File: src/hdl/chbp_pkg.sv
package chbp_pkg;

  // Item kinds carried on the input tuser.
  typedef enum logic [1:0] {
    OP_LOAD   = 2'd0,
    OP_ENCODE = 2'd1,
    OP_FINISH = 2'd2
  } op_e;

  // Field widths and fixed values of the stream format.
  localparam int          SYM_W      = 9;
  localparam int          LEN_W      = 5;
  localparam int          WORD_BITS  = 32;
  localparam int          CNT_W      = 6;
  localparam int          TOT_W      = 7;
  localparam int          TERMINATOR = 256;

  // Output queue sizing; one item gives at most two words.
  localparam int          OUT_DEPTH  = 8;
  localparam int          OUT_PW     = 3;
  localparam int          OUT_CW     = 4;
  localparam int          MAX_RES    = 2;

  // One result word with its end-of-stream mark.
  typedef struct packed {
    logic                 last;
    logic [WORD_BITS-1:0] word;
  } out_item_t;

  // Words produced by the packing stage in one cycle, oldest in item0.
  typedef struct packed {
    logic [1:0] cnt;
    out_item_t  item0;
    out_item_t  item1;
  } push_t;

endpackage

File: src/hdl/chbp_out_fifo.sv
module chbp_out_fifo (
  input  logic                   clk_i,
  input  logic                   rst_ni,
  input  chbp_pkg::push_t        push_i,
  output logic [chbp_pkg::OUT_CW-1:0] count_o,
  output logic                   m_axis_tvalid,
  input  logic                   m_axis_tready,
  output logic [31:0]            m_axis_tdata,   // word
  output logic                   m_axis_tlast    // last
);
  import chbp_pkg::*;

  out_item_t         mem_q [OUT_DEPTH];
  logic [OUT_PW-1:0] wr_ptr_q, wr_ptr_d;
  logic [OUT_PW-1:0] rd_ptr_q, rd_ptr_d;
  logic [OUT_CW-1:0] count_q, count_d;
  logic              pop;

  // A transaction on the output side frees the head entry.
  assign pop      = (count_q != '0) && m_axis_tready;
  assign rd_ptr_d = pop ? rd_ptr_q + OUT_PW'(1) : rd_ptr_q;
  assign wr_ptr_d = wr_ptr_q + OUT_PW'(push_i.cnt);
  assign count_d  = count_q + OUT_CW'(push_i.cnt) - OUT_CW'(pop);

  always_ff @(posedge clk_i or negedge rst_ni) begin
    if (!rst_ni) begin
      wr_ptr_q <= '0;
      rd_ptr_q <= '0;
      count_q  <= '0;
    end else begin
      wr_ptr_q <= wr_ptr_d;
      rd_ptr_q <= rd_ptr_d;
      count_q  <= count_d;
    end
  end

  // Up to two entries are written per cycle, in order.
  always_ff @(posedge clk_i) begin
    if (push_i.cnt != 2'd0) begin
      mem_q[wr_ptr_q] <= push_i.item0;
    end
    if (push_i.cnt == 2'd2) begin
      mem_q[wr_ptr_q + OUT_PW'(1)] <= push_i.item1;
    end
  end

  assign count_o       = count_q;
  assign m_axis_tvalid = (count_q != '0);
  assign m_axis_tdata  = mem_q[rd_ptr_q].word;
  assign m_axis_tlast  = mem_q[rd_ptr_q].last;

endmodule

File: config.mk
export PLATFORM = sky130hd
export DESIGN_NAME = chbp_out_fifo
export DESIGN_NICKNAME = d
export VERILOG_FILES = /design/src/hdl/chbp_pkg.sv /design/src/hdl/chbp_out_fifo.sv
export SDC_FILE = /design/constraint.sdc
export NUM_CORES = 1
export LEC_CHECK = 0
export BUFFER_PORTS_ARGS = -buffer_cell sky130_fd_sc_hd__buf_2
export CORE_ASPECT_RATIO = 1.25
export CORE_MARGIN = 2
export CORE_UTILIZATION = 50
export CTS_CLUSTER_SIZE = 20
export DETAILED_ROUTE_END_ITERATION = 7
export PLACE_DENSITY = 0.68
export REMOVE_ABC_BUFFERS = 1
export SLEW_MARGIN = 25
export SYNTH_ARGS = -nofsm -noshare
export SYNTH_HDL_FRONTEND = slang
export SYNTH_SLANG_ARGS = --single-unit
export TNS_END_PERCENT = 10
File: constraint.sdc
create_clock -name clk_i -period 4.6 [get_ports clk_i]
set_input_delay 0.46 -clock clk_i [delete_from_list [all_inputs] [get_ports clk_i]]
set_output_delay 0.46 -clock clk_i [all_outputs]
set_load 0.02 [all_outputs]
==> metrics.md <==
| Metric | Value |
|---|---|
| Ys flop type | `edfxtp_1` |
| M1 WL | `~13 mm` |
| Placed Area | `~0.015 mm²` |
| Final instance area | `between 0.015 and 0.02 mm²` |
| Status | `finished clean` |
| Area Growth Syn to Fin | `14.0%` |
| Worst-case clock buffer depth | `3` |
| Sequential share of power | `about two fifths` |
| PD cells | `around 650 mW/mm²` |
| Die extent in x | `~150 µm` |
| Die height | `around 190 µm` |
| CP Class | `flip-flop to output pin` |
| Async SR Flop Fraction | `under 10%` |
| Post-synth top area share | `a little under three fifths` |
| Count leader, synth | `mux2_2` |
| Mapped cell area | `around 0.014 mm²` |
| Seq/Total Area, Yosys | `about three fifths` |
| Final Core Density | `57.5%` |
| Int Power | `~6.8 mW` |
| Die area | `0.0290 mm²` |
| Nets | `around 940` |
| Top cells by area, synth | `edfxtp_1 57%, mux2_2 24%, mux4_2 11%` |
| First-pass GRT wire length | `about 50 mm` |
| Most frequent cells after synthesis | `290 x mux2_2, 264 x edfxtp_1, 66 x mux4_2` |
| Clock root cell | `clkbuf_16` |
| GPL Wtd Cong | `0.767` |
| CTS tree | `built` |
| Fill count | `2116` |
| DP HPWL | `roughly 19 mm` |
| Initial antenna violation count | `7` |
| Grt total ovfl | `0` |
| #FFs+latches synth | `between 200 and 300` |
| Vias in the first global route | `about 8.5k` |
| CTS buffer count | `27` |
| Crit end category | `output pin` |
| Clock-pin slew on the worst setup and hold paths | `~60 ps` |
| Site row count | `68` |
| Syn avg cell area | `approximately 19 µm²` |
| Post-synth EDFFs | `264` |
| Layout cells sized above 1 | `a little over three fifths` |
| Worst Skew | `approximately 9 ps` |
| Worst hold path class | `input port to flip-flop` |
| Worst skew pair latency | `approximately 530 ps` |
| Setup TNS | `0 ps` |
| WL final | `about 32 mm` |
| Sw Pwr | `roughly 3.5 mW` |
| Starting Density | `50.4%` |
| Met2 WL | `around 17 mm` |
| TritonRoute pass-1 iters | `5` |
| Top Metal Used | `met5` |
| Clk pwr share | `a little over a fifth` |
| WL/cell | `26.0 µm` |
| GRT Total Usage | `between 20% and 30%` |
| Sink Count | `around 270` |
| Logic pwr share | `between 30% and 40%` |
| Synth area leader | `edfxtp_1` |
| Peak fanout along the critical path | `38` |
| Worst-Margin Slew | `857 ps` |
| Post-CTS sizing | `0` |
| Upper clock frequency limit | `roughly 300 MHz` |
| Required time of the critical path | `4140 ps` |
| Synth Warn # | `0` |
| Largest net degree at the start of global routing | `39` |
| Peak VDD IR | `slightly above 0.0006 V` |
| Leakage | `around 5.4 nW` |
| CTS H-tree lvls | `1` |
| Final hold violation count | `0` |
| Sw Share | `approximately a third` |
| Via count | `7499` |
| Max Slew Vio Count | `0` |
| Gate Count Post-Synth | `about 740` |
| Post-route clock period utilization | `between 70% and 80%` |
| Rel. slew slack | `42.9%` |
| Area of the core | `between 0.02 and 0.03 mm²` |
| Routed Antenna Nets | `0` |
| Min Clock Period, post-route | `3380 ps` |
| 1st-iter DRT viols | `approximately 420` |
| Port bufs | `about 110` |
| Hold_ws | `218 ps` |
| Setup Viol. Count Final | `0` |
| Netlist cell types | `35` |
| Arrival time worst endpoint | `2920 ps` |
| Worst slack, placed | `roughly 1600 ps` |
| Max Cap Violations | `0` |
| Worst setup SP type | `flip-flop` |
| Length of routed met3 wiring | `1.53 mm` |
| Top Ports | `between 100 and 150` |
| # DRC | `0` |
| DR vias/cell | `between 6 and 7` |
| Worst setup margin | `approximately 1200 ps` |
| RSZ-0062 raised after global routing | `false` |
[worst paths after layout]
path,slack [ps],startpoint,cells past startpoint,end
max,1220,rd_ptr_q[0],4,m_axis_tdata[11]
min,220,m_axis_tready,3,rd_ptr_q[2]
max reg2reg,1600,wr_ptr_q[1],5,mem_q[2][4]
min reg2reg,660,count_o[3],3,count_o[3]
max in group asynchronous,4070,rst_ni,2,rd_ptr_q[1]
min in group asynchronous,310,rst_ni,2,count_o[0]
[layer usage]
| layer | track usage, % | vias to the layer above |
|---|---|---|
| met4 | 7.05 | 2 |
| met2 | 39.7 | 215 |
| met1 | 28.3 | 3949 |
| li1 | - | 3269 |
| met3 | 3.83 | 64 |
| met5 | 0 | - |
[kinds of logic (layout without fill, tap and decap cells)]
| group | Yosys count | in the layout | synth area share, % |
|---|---|---|---|
| other | 0 | 5 | 0 |
| multiplexers | 364 | 364 | 35.1 |
| AND/OR/NAND/NOR | 18 | 18 | 0.996 |
| adder cells (fa/ha/maj) | 11 | 11 | 1.11 |
| AO/OA/AOI/OAI | 12 | 12 | 0.525 |
| buffers and inverters | 57 | 196 | 2.40 |
| flip-flops | 274 | 274 | 59.2 |
| XOR/XNOR | 7 | 7 | 0.634 |
[power groups by stage]
stage               Clock (mW)  Combinational (mW)  Sequential [mW]
finish                    2.23                3.89             4.13
global route              2.36                4.14             4.21
CTS                       2.27                3.94             4.15
detailed placement           0                3.92             4.20
global placement             0                3.82             4.14
floorplan                    0                2.57             4.18
[critical path, cell delays in order, from the launching register on]
cell and delay (ps):
dfrtp_4 970, buf_4 400, mux4_2 550, mux2_2 280, buf_2 160
[placed cells by master (no fill, tap or decap), drive strengths merged]
master | synthesis | layout
buf | 37 | 133
o22ai | 2 | 2
edfxtp | 264 | 264
and4bb | 1 | 1
clkinv | 0 | 11
nand2 | 7 | 7
dlygate4sd3 | 0 | 1
clkbuf | 7 | 33
diode | 0 | 5
inv | 13 | 14
or3b | 1 | 1
dfrtp | 10 | 10
a21oi | 1 | 1
a21o | 1 | 1
nand2b | 1 | 1
o21bai | 1 | 1
mux2 | 298 | 298
xnor2 | 4 | 4
fa | 2 | 2
o31ai | 2 | 2
o21ai | 5 | 5
nor3b | 1 | 1
bufinv | 0 | 4
nor4b | 1 | 1
xor2 | 3 | 3
nand4b | 1 | 1
nor2 | 2 | 2
ha | 9 | 9
mux4 | 66 | 66
nand3 | 3 | 3
[cell type report]
class	instances	area, µm²	share of cell area, %
clock inverters	16	183	1.16
inverters	13	48.8	0.310
diodes	5	12.5	0.0795
well taps	350	438	2.78
clock buffers	33	698	4.43
repair buffers	134	766	4.86
flip-flops and latches	274	8190	52.0
multi-input cells	412	5410	34.4
[registers in the layout, indices dropped and copies added (netlist names)]
name	flops
rd_ptr_q	3
count_o	4
wr_ptr_q	3
mem_q	264
[metrics by stage]
| step | std cells | total power, mW |
|---|---|---|
| finish | 1237 | 10.3 |
| CTS | 1231 | 10.4 |
| global placement | 1180 | 7.96 |
| global route | 1234 | 10.7 |
| detailed placement | 1181 | 8.12 |
| floorplan | 699 | 6.74 |
[repair_timing]
item / in CTS / in global routing
setup buffers: 0 / 0
hold buffers: 1 / 0
endpoints found under the hold margin: 10 / 0
Note: power is estimated with default switching activity, not from simulation.
